==> src/sls_pkg.sv <==
// Shared constants and codes for the slot lane scheduler.
package sls_pkg;

  localparam int NUM_SLOTS = 16;
  localparam int KEY_BITS  = 8;
  localparam int SEQ_BITS  = 32;

  localparam int PTR_W = (NUM_SLOTS > 1) ? $clog2(NUM_SLOTS) : 1;
  localparam int CNT_W = $clog2(NUM_SLOTS + 1);

  localparam int CFG_IDX_W  = 2;
  localparam int CFG_DATA_W = 5;

  localparam logic [CFG_IDX_W-1:0] CFG_USER_SLOTS = 2'd0;
  localparam logic [CFG_IDX_W-1:0] CFG_WAITER_CAP = 2'd1;

  localparam logic [1:0] MODE_WRITE = 2'd0;
  localparam logic [1:0] MODE_FIND  = 2'd1;
  localparam logic [1:0] MODE_ADMIT = 2'd2;
  localparam logic [1:0] MODE_NEXT  = 2'd3;

  localparam logic [1:0] ADM_START  = 2'd0;
  localparam logic [1:0] ADM_WAIT   = 2'd1;
  localparam logic [1:0] ADM_REJECT = 2'd2;

endpackage

==> src/slot_lane_scheduler.sv <==
// Job slot table with per-key lanes: record writes, free-slot search, admission, next waiter.
//
// Usage:
//   Input channel (in_valid/in_ready) takes one request word: mode, slot_index,
//   internal_request and the new_* record fields. The output channel
//   (out_valid/out_ready) returns one result word per request: found,
//   result_slot, admission, waiters. The config channel (cfg_valid/cfg_ready,
//   cfg_index, cfg_data) writes the user slot count (index 0) and the waiter
//   cap (index 1); it is always ready, and other indexes are dropped.
//   A slot write (mode 0) needs no scan. Modes 1, 2 and 3 scan the table one
//   slot per cycle through one shared compare unit (key match, lane-holder
//   check, sequence compare) before the result moves toward out_valid.
//   One request is in work at a time; in_ready rises right after the result
//   moves into the output register.
//   If the receiver stalls, the finished word holds in the output register and
//   the next request may be accepted and scanned meanwhile; its result then
//   waits until the output register drains, and in_ready stays low.
//   Reset clears all slot flags and keys, loads 12 user slots and a waiter
//   cap of 4, and empties the output register.
module slot_lane_scheduler
  import sls_pkg::*;
(
  input  logic                  clk,
  input  logic                  rst,
  input  logic                  in_valid,
  output logic                  in_ready,
  input  logic [1:0]            mode,
  input  logic [3:0]            slot_index,
  input  logic                  internal_request,
  input  logic                  new_allocated,
  input  logic                  new_active,
  input  logic                  new_started,
  input  logic                  new_waiting,
  input  logic [7:0]            new_key,
  input  logic [31:0]           new_sequence,
  output logic                  out_valid,
  input  logic                  out_ready,
  output logic                  found,
  output logic [3:0]            result_slot,
  output logic [1:0]            admission,
  output logic [3:0]            waiters,
  input  logic                  cfg_valid,
  output logic                  cfg_ready,
  input  logic [CFG_IDX_W-1:0]  cfg_index,
  input  logic [CFG_DATA_W-1:0] cfg_data
);

  typedef enum logic [1:0] {
    S_IDLE,
    S_SCAN,
    S_FINISH
  } state_t;

  state_t state;

  // Slot table
  logic [NUM_SLOTS-1:0] slot_allocated;
  logic [NUM_SLOTS-1:0] slot_active;
  logic [NUM_SLOTS-1:0] slot_started;
  logic [NUM_SLOTS-1:0] slot_waiting;
  logic [KEY_BITS-1:0]  slot_key      [NUM_SLOTS];
  logic [SEQ_BITS-1:0]  slot_sequence [NUM_SLOTS];

  logic [4:0] user_slots;
  logic [4:0] waiter_cap;

  // Request context latched at acceptance
  logic [1:0]          op_mode;
  logic                op_internal;
  logic [PTR_W-1:0]    cand;
  logic                cand_ok;
  logic [KEY_BITS-1:0] cand_key;

  // Scan pointer and accumulators
  logic [PTR_W-1:0]    ptr;
  logic                acc_found;
  logic [PTR_W-1:0]    acc_slot;
  logic [SEQ_BITS-1:0] acc_seq;
  logic                int_found;
  logic [PTR_W-1:0]    int_slot;
  logic [CNT_W-1:0]    cnt;
  logic                lane;

  logic                acc_found_next;
  logic [PTR_W-1:0]    acc_slot_next;
  logic [SEQ_BITS-1:0] acc_seq_next;
  logic                int_found_next;
  logic [PTR_W-1:0]    int_slot_next;
  logic [CNT_W-1:0]    cnt_next;
  logic                lane_next;

  // Finished result, waiting for the output register
  logic       res_found;
  logic [3:0] res_slot;
  logic [1:0] res_adm;
  logic [3:0] res_wait;

  logic       fin_found;
  logic [3:0] fin_slot;
  logic [1:0] fin_adm;
  logic [3:0] fin_wait;

  // Shared compare unit signals
  logic [NUM_SLOTS-1:0] holder;
  logic [KEY_BITS-1:0]  key_p;
  logic                 busy_p;
  logic                 cand_match;
  logic                 in_internal;
  logic                 eligible;

  logic                 in_fire;
  logic                 in_range;
  logic [PTR_W-1:0]     in_slot;
  logic                 last;
  logic                 out_free;

  assign in_ready  = (state == S_IDLE);
  assign cfg_ready = 1'b1;
  assign in_fire   = in_valid && in_ready;
  assign in_range  = (int'(slot_index) < NUM_SLOTS);
  assign in_slot   = PTR_W'(slot_index);
  assign last      = (ptr == PTR_W'(NUM_SLOTS - 1));
  assign out_free  = !out_valid || out_ready;

  // Lane holders: allocated, active and started
  assign holder = slot_allocated & slot_active & slot_started;
  assign key_p  = slot_key[ptr];

  // Lane-busy check for the slot under the pointer, against every other slot
  always_comb begin
    busy_p = 1'b0;
    for (int i = 0; i < NUM_SLOTS; i++) begin
      if ((PTR_W'(i) != ptr) && holder[i] && (slot_key[i] == key_p)) begin
        busy_p = 1'b1;
      end
    end
    busy_p = busy_p && (key_p != '0);
  end

  assign cand_match = (ptr != cand) && slot_allocated[ptr] && slot_active[ptr] &&
                      (key_p == cand_key);
  assign in_internal = (int'(ptr) >= int'(user_slots));
  assign eligible    = slot_allocated[ptr] && slot_active[ptr] && slot_waiting[ptr] &&
                       !busy_p;

  // Accumulator update for one scan step
  always_comb begin
    acc_found_next = acc_found;
    acc_slot_next  = acc_slot;
    acc_seq_next   = acc_seq;
    int_found_next = int_found;
    int_slot_next  = int_slot;
    cnt_next       = cnt;
    lane_next      = lane;
    case (op_mode)
      MODE_FIND: begin
        // Lowest free slot in each region
        if (!slot_allocated[ptr]) begin
          if (in_internal) begin
            if (!int_found) begin
              int_found_next = 1'b1;
              int_slot_next  = ptr;
            end
          end else if (!acc_found) begin
            acc_found_next = 1'b1;
            acc_slot_next  = ptr;
          end
        end
      end
      MODE_ADMIT: begin
        if (cand_match && slot_waiting[ptr]) begin
          cnt_next = cnt + CNT_W'(1);
        end
        if (cand_match && slot_started[ptr]) begin
          lane_next = 1'b1;
        end
      end
      MODE_NEXT: begin
        // Strictly older wins, so ties stay with the lower index
        if (eligible && (!acc_found || (slot_sequence[ptr] < acc_seq))) begin
          acc_found_next = 1'b1;
          acc_slot_next  = ptr;
          acc_seq_next   = slot_sequence[ptr];
        end
      end
      default: begin
      end
    endcase
  end

  // Result from the accumulators after the final scan step
  always_comb begin
    fin_found = 1'b0;
    fin_slot  = '0;
    fin_adm   = ADM_START;
    fin_wait  = '0;
    case (op_mode)
      MODE_FIND: begin
        if (int'(user_slots) <= NUM_SLOTS) begin
          if (op_internal && int_found_next) begin
            fin_found = 1'b1;
            fin_slot  = 4'(int_slot_next);
          end else if (acc_found_next) begin
            fin_found = 1'b1;
            fin_slot  = 4'(acc_slot_next);
          end
        end
      end
      MODE_ADMIT: begin
        if (!cand_ok) begin
          fin_adm = ADM_REJECT;
        end else if (cand_key != '0) begin
          fin_wait = (int'(cnt_next) > 15) ? 4'd15 : 4'(cnt_next);
          if (!lane_next && (cnt_next == '0)) begin
            fin_adm = ADM_START;
          end else if (int'(cnt_next) >= int'(waiter_cap)) begin
            fin_adm = ADM_REJECT;
          end else begin
            fin_adm = ADM_WAIT;
          end
        end
      end
      MODE_NEXT: begin
        fin_found = acc_found_next;
        fin_slot  = acc_found_next ? 4'(acc_slot_next) : 4'd0;
      end
      default: begin
      end
    endcase
  end

  // Configuration registers
  always_ff @(posedge clk) begin
    if (rst) begin
      user_slots <= 5'd12;
      waiter_cap <= 5'd4;
    end else if (cfg_valid && cfg_ready) begin
      case (cfg_index)
        CFG_USER_SLOTS: user_slots <= 5'(cfg_data);
        CFG_WAITER_CAP: waiter_cap <= 5'(cfg_data);
        default: begin
        end
      endcase
    end
  end

  // Slot flags and keys; a write request updates one record
  always_ff @(posedge clk) begin
    if (rst) begin
      slot_allocated <= '0;
      slot_active    <= '0;
      slot_started   <= '0;
      slot_waiting   <= '0;
      for (int i = 0; i < NUM_SLOTS; i++) begin
        slot_key[i] <= '0;
      end
    end else if (in_fire && (mode == MODE_WRITE) && in_range) begin
      slot_allocated[in_slot] <= new_allocated;
      slot_active[in_slot]    <= new_active;
      slot_started[in_slot]   <= new_started;
      slot_waiting[in_slot]   <= new_waiting;
      slot_key[in_slot]       <= KEY_BITS'(new_key);
    end
  end

  // Sequence numbers are only read for allocated slots
  always_ff @(posedge clk) begin
    if (in_fire && (mode == MODE_WRITE) && in_range) begin
      slot_sequence[in_slot] <= SEQ_BITS'(new_sequence);
    end
  end

  // Sequencer, scan accumulators and output register
  always_ff @(posedge clk) begin
    if (rst) begin
      state     <= S_IDLE;
      out_valid <= 1'b0;
    end else begin
      // Drop the drained word unless a new one loads in this cycle
      if (out_valid && out_ready && (state != S_FINISH)) begin
        out_valid <= 1'b0;
      end
      case (state)
        S_IDLE: begin
          if (in_fire) begin
            op_mode     <= mode;
            op_internal <= internal_request;
            cand        <= in_slot;
            cand_ok     <= in_range;
            cand_key    <= slot_key[in_slot];
            ptr         <= '0;
            acc_found   <= 1'b0;
            acc_slot    <= '0;
            acc_seq     <= '0;
            int_found   <= 1'b0;
            int_slot    <= '0;
            cnt         <= '0;
            lane        <= 1'b0;
            if (mode == MODE_WRITE) begin
              res_found <= in_range;
              res_slot  <= in_range ? slot_index : 4'd0;
              res_adm   <= ADM_START;
              res_wait  <= '0;
              state     <= S_FINISH;
            end else begin
              state <= S_SCAN;
            end
          end
        end
        S_SCAN: begin
          acc_found <= acc_found_next;
          acc_slot  <= acc_slot_next;
          acc_seq   <= acc_seq_next;
          int_found <= int_found_next;
          int_slot  <= int_slot_next;
          cnt       <= cnt_next;
          lane      <= lane_next;
          ptr       <= ptr + PTR_W'(1);
          if (last) begin
            res_found <= fin_found;
            res_slot  <= fin_slot;
            res_adm   <= fin_adm;
            res_wait  <= fin_wait;
            state     <= S_FINISH;
          end
        end
        S_FINISH: begin
          // Hold the result until the output register is free
          if (out_free) begin
            out_valid   <= 1'b1;
            found       <= res_found;
            result_slot <= res_slot;
            admission   <= res_adm;
            waiters     <= res_wait;
            state       <= S_IDLE;
          end
        end
        default: begin
          state <= S_IDLE;
        end
      endcase
    end
  end

endmodule

==> config.mk <==
export PLATFORM = sky130hd
export DESIGN_NAME = slot_lane_scheduler
export DESIGN_NICKNAME = d
export VERILOG_FILES = /design/src/sls_pkg.sv /design/src/slot_lane_scheduler.sv
export SDC_FILE = /design/constraint.sdc
export NUM_CORES = 1
export LEC_CHECK = 0
export BUFFER_PORTS_ARGS = -buffer_cell sky130_fd_sc_hd__buf_2
export CELL_PAD_IN_SITES_DETAIL_PLACEMENT = 1
export CELL_PAD_IN_SITES_GLOBAL_PLACEMENT = 1
export CORE_ASPECT_RATIO = 0.8
export CORE_MARGIN = 4
export CORE_UTILIZATION = 30
export DETAILED_ROUTE_END_ITERATION = 12
export PLACE_DENSITY = 0.56
export SKIP_LAST_GASP = 1
export SLEW_MARGIN = 20
export SYNTH_ARGS = -nofsm -noshare
export SYNTH_HDL_FRONTEND = slang
export SYNTH_SLANG_ARGS = --single-unit
==> constraint.sdc <==
create_clock -name clk -period 8.35 [get_ports clk]
set_input_delay 0.835 -clock clk [delete_from_list [all_inputs] [get_ports clk]]
set_output_delay 0.835 -clock clk [all_outputs]
set_load 0.01 [all_outputs]
==> results.cfg, run 1 <==
[detailed_routing]
ant_nets = 0
drc = 0
viasPerCell = 5.41
finalWirelength_mm = 125
drt_first_pass_iters = 5
wire_per_inst_um = 29.3
drtIter0Drc = 2487
vias = 23100

[run_status]
outcome = finished, final reports clean

[floorplanning]
coreArea_sq_um = 126000
die-area_sq_um = 133000
ios = 77
rows = 116
die_x_um = 407
initial_core_util_pct = 30.3
die_y_um = 327

[yosys]
synth_ff_type = edfxtp_1
yosysSeqAreaShare_pct = 61.7
synthArstFlopShare_pct = 0
ys_seq_elements = 810
ys_types = 95
synth_warnings = 0
syn_area_per_cell_sq_um = 15.6
synth_edf_count = 729
postSynthCellCount = 2449
synthesis.area_sq_um = 38100
syn_nets = 2557

[worst_setup_path]
critPathKind = flip-flop to flip-flop
crit_required_ns = 8.65
cp.arrival_ns = 6.56
start_kind = flip-flop
end_kind = flip-flop
crit_fanout = 36

[cts]
cts_max_level = 3
cts_buffers = 87
cts_setup_buffers = 0
clkLatencyLatePin_ns = 0.72
clock-sinks = 810
path_clk_slew_ns = 0.06
cts_resized = 0
cts_buffer_depth = 3
cts_tree = yes
clockRootBuffer = clkbuf_16
cts-hold-fix-buffers = 0

[cells_and_area]
final_common_cell = edfxtp_1
drive_above_1_share_pct = 22.4
syn_to_final_growth_pct = 13.9
nets = 2642
final_cell_mix = 729 x edfxtp_1, 220 x mux4_2, 167 x and2_1
fill_cells = 12900
multi_input_area_sq_um = 13900
instances_no_fill = 4262
register_area_sq_um = 23500
finalInstanceArea_sq_um = 43400

[global_routing]
grt_usage_pct = 18.7
grt_pass1_wl_mm = 179
overflow = 0
antenna_found_initial = 9
grt_pass1_vias = 23600
grt_max_degree = 65

[sta]
clock_skew_ns = 0.0556
hold_viol = 0
tightest_slew_ns = 1.21
timing.final.crit_share_pct = 75.0
final_max_slew_viol_count = 0
setup_violations = 0
tns_ns = 0
fmax_mhz = 160
fin_crit_ns = 6.26
grt_setup_unrepaired = no
slew_headroom_pct = 17.3
fin_ws_ns = 2.09

[power]
powerDensity_nw_per_um2 = 226
peakVddDrop_v = 0.000171
leakagePower_nw = 14.2

[placed_design]
place.gp.congestion = 0.909
placed_cell_area_sq_um = 40500
pre_cts_slack_ns = 1.99
place_inst = 4097
numPortBuffers = 75
dp_hpwl_mm = 80.4

[hold_path]
min_path_type = input pin to flip-flop

[flow_run]
drv_cap = 0
-- logic make-up after synthesis --
logic type / after synthesis / synth area share [%]
compound gates: 260 / 4.87
xor+xnor: 177 / 4.11
fa+ha+maj: 45 / 1.48
buf+inv: 188 / 2.19
flops: 810 / 61.7
mux: 341 / 16.3
other cells: 1 / 0.00984
simple gates: 627 / 9.40
-- Yosys cell counts, types with 6 or more instances --
master / n / share of area, %
a21boi_0: 9 / 0.18
a21o_1: 17 / 0.33
a21oi_1: 59 / 0.77
a22o_1: 25 / 0.57
a22oi_1: 17 / 0.33
a22oi_2: 8 / 0.26
a31oi_1: 8 / 0.13
and2_1: 167 / 2.7
and3_1: 12 / 0.20
and4_1: 7 / 0.16
buf_1: 17 / 0.17
buf_2: 14 / 0.18
buf_6: 7 / 0.21
clkbuf_1: 86 / 0.85
dfxtp_1: 81 / 4.3
edfxtp_1: 729 / 57
ha_1: 45 / 1.5
inv_1: 54 / 0.53
mux2_2: 14 / 0.41
mux2i_1: 104 / 2.7
mux4_2: 220 / 13
nand2_1: 57 / 0.56
nand2_2: 9 / 0.15
nand2b_1: 22 / 0.36
nand3_1: 43 / 0.56
nand4_1: 33 / 0.54
nor2_1: 109 / 1.1
nor2b_1: 15 / 0.25
nor3_1: 42 / 0.55
nor4_1: 29 / 0.48
o21a_1: 6 / 0.12
o21ai_0: 43 / 0.56
or2_2: 14 / 0.23
or3_1: 20 / 0.33
xnor2_1: 102 / 2.3
xor2_1: 73 / 1.7
-- metal layers --
layer	global-route usage, %	vias to the layer above	part of all wire [%]
li1	-	9751	-
met5	0	-	0.010
met4	4.86	2	2.6
met3	3.41	167	6.6
met1	28.3	12300	47
met2	27.5	826	43
-- area by class of cell --
| type | count | share of cell area, % |
|---|---|---|
| repair buffers | 128 | 1.87 |
| diodes | 2 | 0.0115 |
| flip-flops and latches | 810 | 54.2 |
| multi-input cells | 1451 | 31.9 |
| inverters | 56 | 0.490 |
| well taps | 1652 | 4.76 |
| clock buffers | 102 | 5.17 |
| clock inverters | 61 | 1.58 |
-- final timing paths --
check | start | slack, ns | depth (start not counted) | end
max | flip-flop | 2.09 | 15 | acc_seq[24]$_SDFFCE_PN0P_
min | internal_request | 0.34 | 1 | op_internal$_DFFE_PP_
max reg2reg | flip-flop | 2.09 | 15 | acc_seq[24]$_SDFFCE_PN0P_
min reg2reg | res_adm[1]$_SDFFCE_PP0P_ | 0.40 | 0 | admission[1]$_DFFE_PP_
-- where the power goes --
part	internal [W]	switching, W	leakage (nW)
Sequential	0.00448	0.0000934	7.45
Clock	0.00223	0.00170	1.42
Combinational	0.000497	0.000810	5.37
Total	0.00721	0.00261	14.2
-- critical path: stages, from the launching register on --
cell and delay [ns]:
dfxtp_4 0.84, buf_4 0.43, buf_12 0.31, mux4_2 0.54, mux4_2 0.49, ha_1 0.32, a21o_1 0.16, a21o_1 0.18
a21oi_1 0.19, o21ai_0 0.12, a21o_1 0.19, a21oi_1 0.28, o21ai_0 0.15, o21ai_2 0.37, and4_1 0.39, o31a_2 0.79
-- registers in the layout, summed over array words and instances, names as in the netlist, 8 cells and up, named ones only --
| signal | flops |
|---|---|
| slot_waiting | 16 |
| slot_key | 128 |
| slot_allocated | 16 |
| slot_active | 16 |
| slot_sequence | 512 |
| cand_key | 8 |
| slot_started | 16 |
| acc_seq | 32 |
-- metrics by stage --
| step | utilization (%) | hold WS, ns | total power, W |
|---|---|---|---|
| after floorplan | - | 0.400 | 0.00548 |
| after global placement | 32.2 | 0.413 | 0.00593 |
| after detailed placement | 32.2 | 0.407 | 0.00595 |
| after CTS | 34.5 | 0.271 | 0.00991 |
| after global routing | 34.5 | 0.293 | 0.0102 |
| final | 34.5 | 0.340 | 0.00982 |
(Power assumes the default switching activity.)
==> run 2, diff against run 1 <==
Clock period 8.35 ns to 5.81 ns, I/O delays scaled along.
==> run 2 against run 1 <==
Utilization grew 0.33 points. Largest cell class unchanged. Hold slack worse by 0.25 ns. Count of clock-buffer cells in the layout increased by 1. Critical path type unchanged. Die area did not move. Sequential share of layout area is 0.51 points lower. Clock skew fell by 0.00066 ns.
==> results.cfg, run 2 (same netlist as run 1, synthesis figures left out) <==
[cells_and_area]
largest_register = slot_sequence
fill_cells = 12900
register_area_sq_um = 23500
final_common_cell = edfxtp_1
syn_to_final_growth_pct = 15.0
top_regs = slot_sequence x512, slot_key x128, acc_seq x32
nets = 2676
drive_above_1_share_pct = 23.7
multi_input_area_sq_um = 13900
largest_register_ffs = 512
final_cell_mix = 729 x edfxtp_1, 220 x mux4_2, 167 x and2_1
instances_no_fill = 4297

[run_status]
outcome = finished, final reports clean

[worst_setup_path]
rr_endpoint = res_adm[1]$_SDFFCE_PP0P_
critPathKind = flip-flop to flip-flop
crit_required_ns = 6.23
worst-r2r-cell-count = 19
end_kind = flip-flop
crit_fanout = 49
r2r_slack_ns = 0.39
start_kind = flip-flop
cp.arrival_ns = 5.84

[sta]
setup_violations = 0
fin_crit_ns = 5.42
fmax_mhz = 184
tightest_slew_ns = 1.14
timing.final.crit_share_pct = 93.4
slew_headroom_pct = 23.6
final_max_slew_viol_count = 0
grt_setup_unrepaired = no
clock_skew_ns = 0.0549
tns_ns = 0
hold_viol = 0

[detailed_routing]
dr.max_layer_used = met5
wire_per_inst_um = 29.1
ant_nets = 0
wl_met1_mm = 58.7
drt_first_pass_iters = 7
route.met2.wl_mm = 55.1
met3_length_mm = 8.27
drc = 0
drtIter0Drc = 2318
vias = 23100
viasPerCell = 5.39
finalWirelength_mm = 125

[flow_run]
drv_cap = 0

[global_routing]
antenna_found_initial = 12
grt_max_degree = 61
grt_pass1_wl_mm = 180
grt_pass1_vias = 24100
grt_usage_pct = 18.7
overflow = 0

[hold_path]
min_path_cells = 1
min_to = op_mode[1]$_DFFE_PP_
hold_start = mode[1]
min_path_type = input pin to flip-flop

[floorplanning]
die_y_um = 327
ios = 77
coreArea_sq_um = 126000
rows = 116
initial_core_util_pct = 30.3
die-area_sq_um = 133000
die_x_um = 407

[cts]
cts-hold-fix-buffers = 0
clockRootBuffer = clkbuf_16
clock-sinks = 810
cts_buffers = 86
cts_tree = yes
cts_buffer_depth = 3
path_clk_slew_ns = 0.06
cts_max_level = 3
clkLatencyLatePin_ns = 0.72

[placed_design]
place.gp.congestion = 0.969
dp_hpwl_mm = 83.4
place_inst = 4131
numPortBuffers = 75

[power]
peakVddDrop_v = 0.000240
leakagePower_nw = 14.5
powerDensity_nw_per_um2 = 322
==> run 2: changes by cell type in the layout (fill, tap and decap cells not counted), sizes merged <==
cell    delta
buf       +35
bufinv     -1
clkinv     -1
clkbuf     +1
diode      +1
==> run 2: layout make-up <==
| class | count | area share [%] |
|---|---|---|
| Antenna cell | 3 | 0.0171 |
| Clock buffer | 103 | 5.12 |
| Clock inverter | 59 | 1.55 |
| Inverter | 56 | 0.485 |
| Multi-Input combinational cell | 1451 | 31.8 |
| Sequential cell | 810 | 53.7 |
| Tap cell | 1652 | 4.72 |
| Timing Repair Buffer | 163 | 2.65 |
==> run 2: how the worst max path moves through the flow <==
stage / from / endpoint / cells after the start
2_1_floorplan: flip-flop / acc_seq[0]$_SDFFCE_PN0P_ / 19
3_3_place_gp: flip-flop / res_slot[1]$_DFFE_PP_ / 14
3_5_place_dp: flip-flop / res_slot[1]$_DFFE_PP_ / 14
4_1_cts: flip-flop / res_slot[0]$_DFFE_PP_ / 14
5_1_grt: flip-flop / res_adm[1]$_SDFFCE_PP0P_ / 18
6_report: flip-flop / res_adm[1]$_SDFFCE_PP0P_ / 19
==> run 2: timing repair <==
item,in CTS,in global routing
buffers inserted,0,1
gates resized for setup,4,5
endpoints found under the setup margin,36,6
pin swaps,0,2
==> run 2: routing by layer <==
metal	up-vias	GRT usage (%)
li1	9842	-
met1	12300	28.1
met2	794	28.0
met3	164	3.49
met4	6	4.50
met5	-	0
==> run 2: critical path, stage by stage, from the launching register on <==
cell and delay (ns):
dfxtp_4 0.55, buf_12 0.27, buf_12 0.35, mux2_2 0.39
o22ai_2 0.35, nor3_1 0.16, or2_1 0.54, xnor2_1 0.26
nand4_1 0.17, nor4_4 0.39, nand2_2 0.20, xor2_1 0.21
ha_1 0.25, nand2b_1 0.13, a21oi_1 0.22, nor2b_1 0.09
o21ai_0 0.16, nand2b_1 0.09, a21o_1 0.18, o311a_1 0.11
==> run 2: per-stage QoR <==
stage	cell area [sq um]	power [W]	worst slack [ns]	hold slack, ns	util [%]
2_1_floorplan	38100	0.00787	0.137	0.400	-
3_3_place_gp	40800	0.00855	-0.167	0.427	32.5
3_5_place_dp	40800	0.00858	-0.317	0.423	32.5
4_1_cts	43800	0.0142	0.000770	0.0388	34.8
5_1_grt	43800	0.0146	0.0274	0.0368	34.9
6_report	43800	0.0141	0.385	0.0946	34.9
==> run 2: power breakdown <==
group	switching, W	internal (W)
clock network	0.00244	0.00317
registers	0.000126	0.00644
logic	0.00116	0.000760
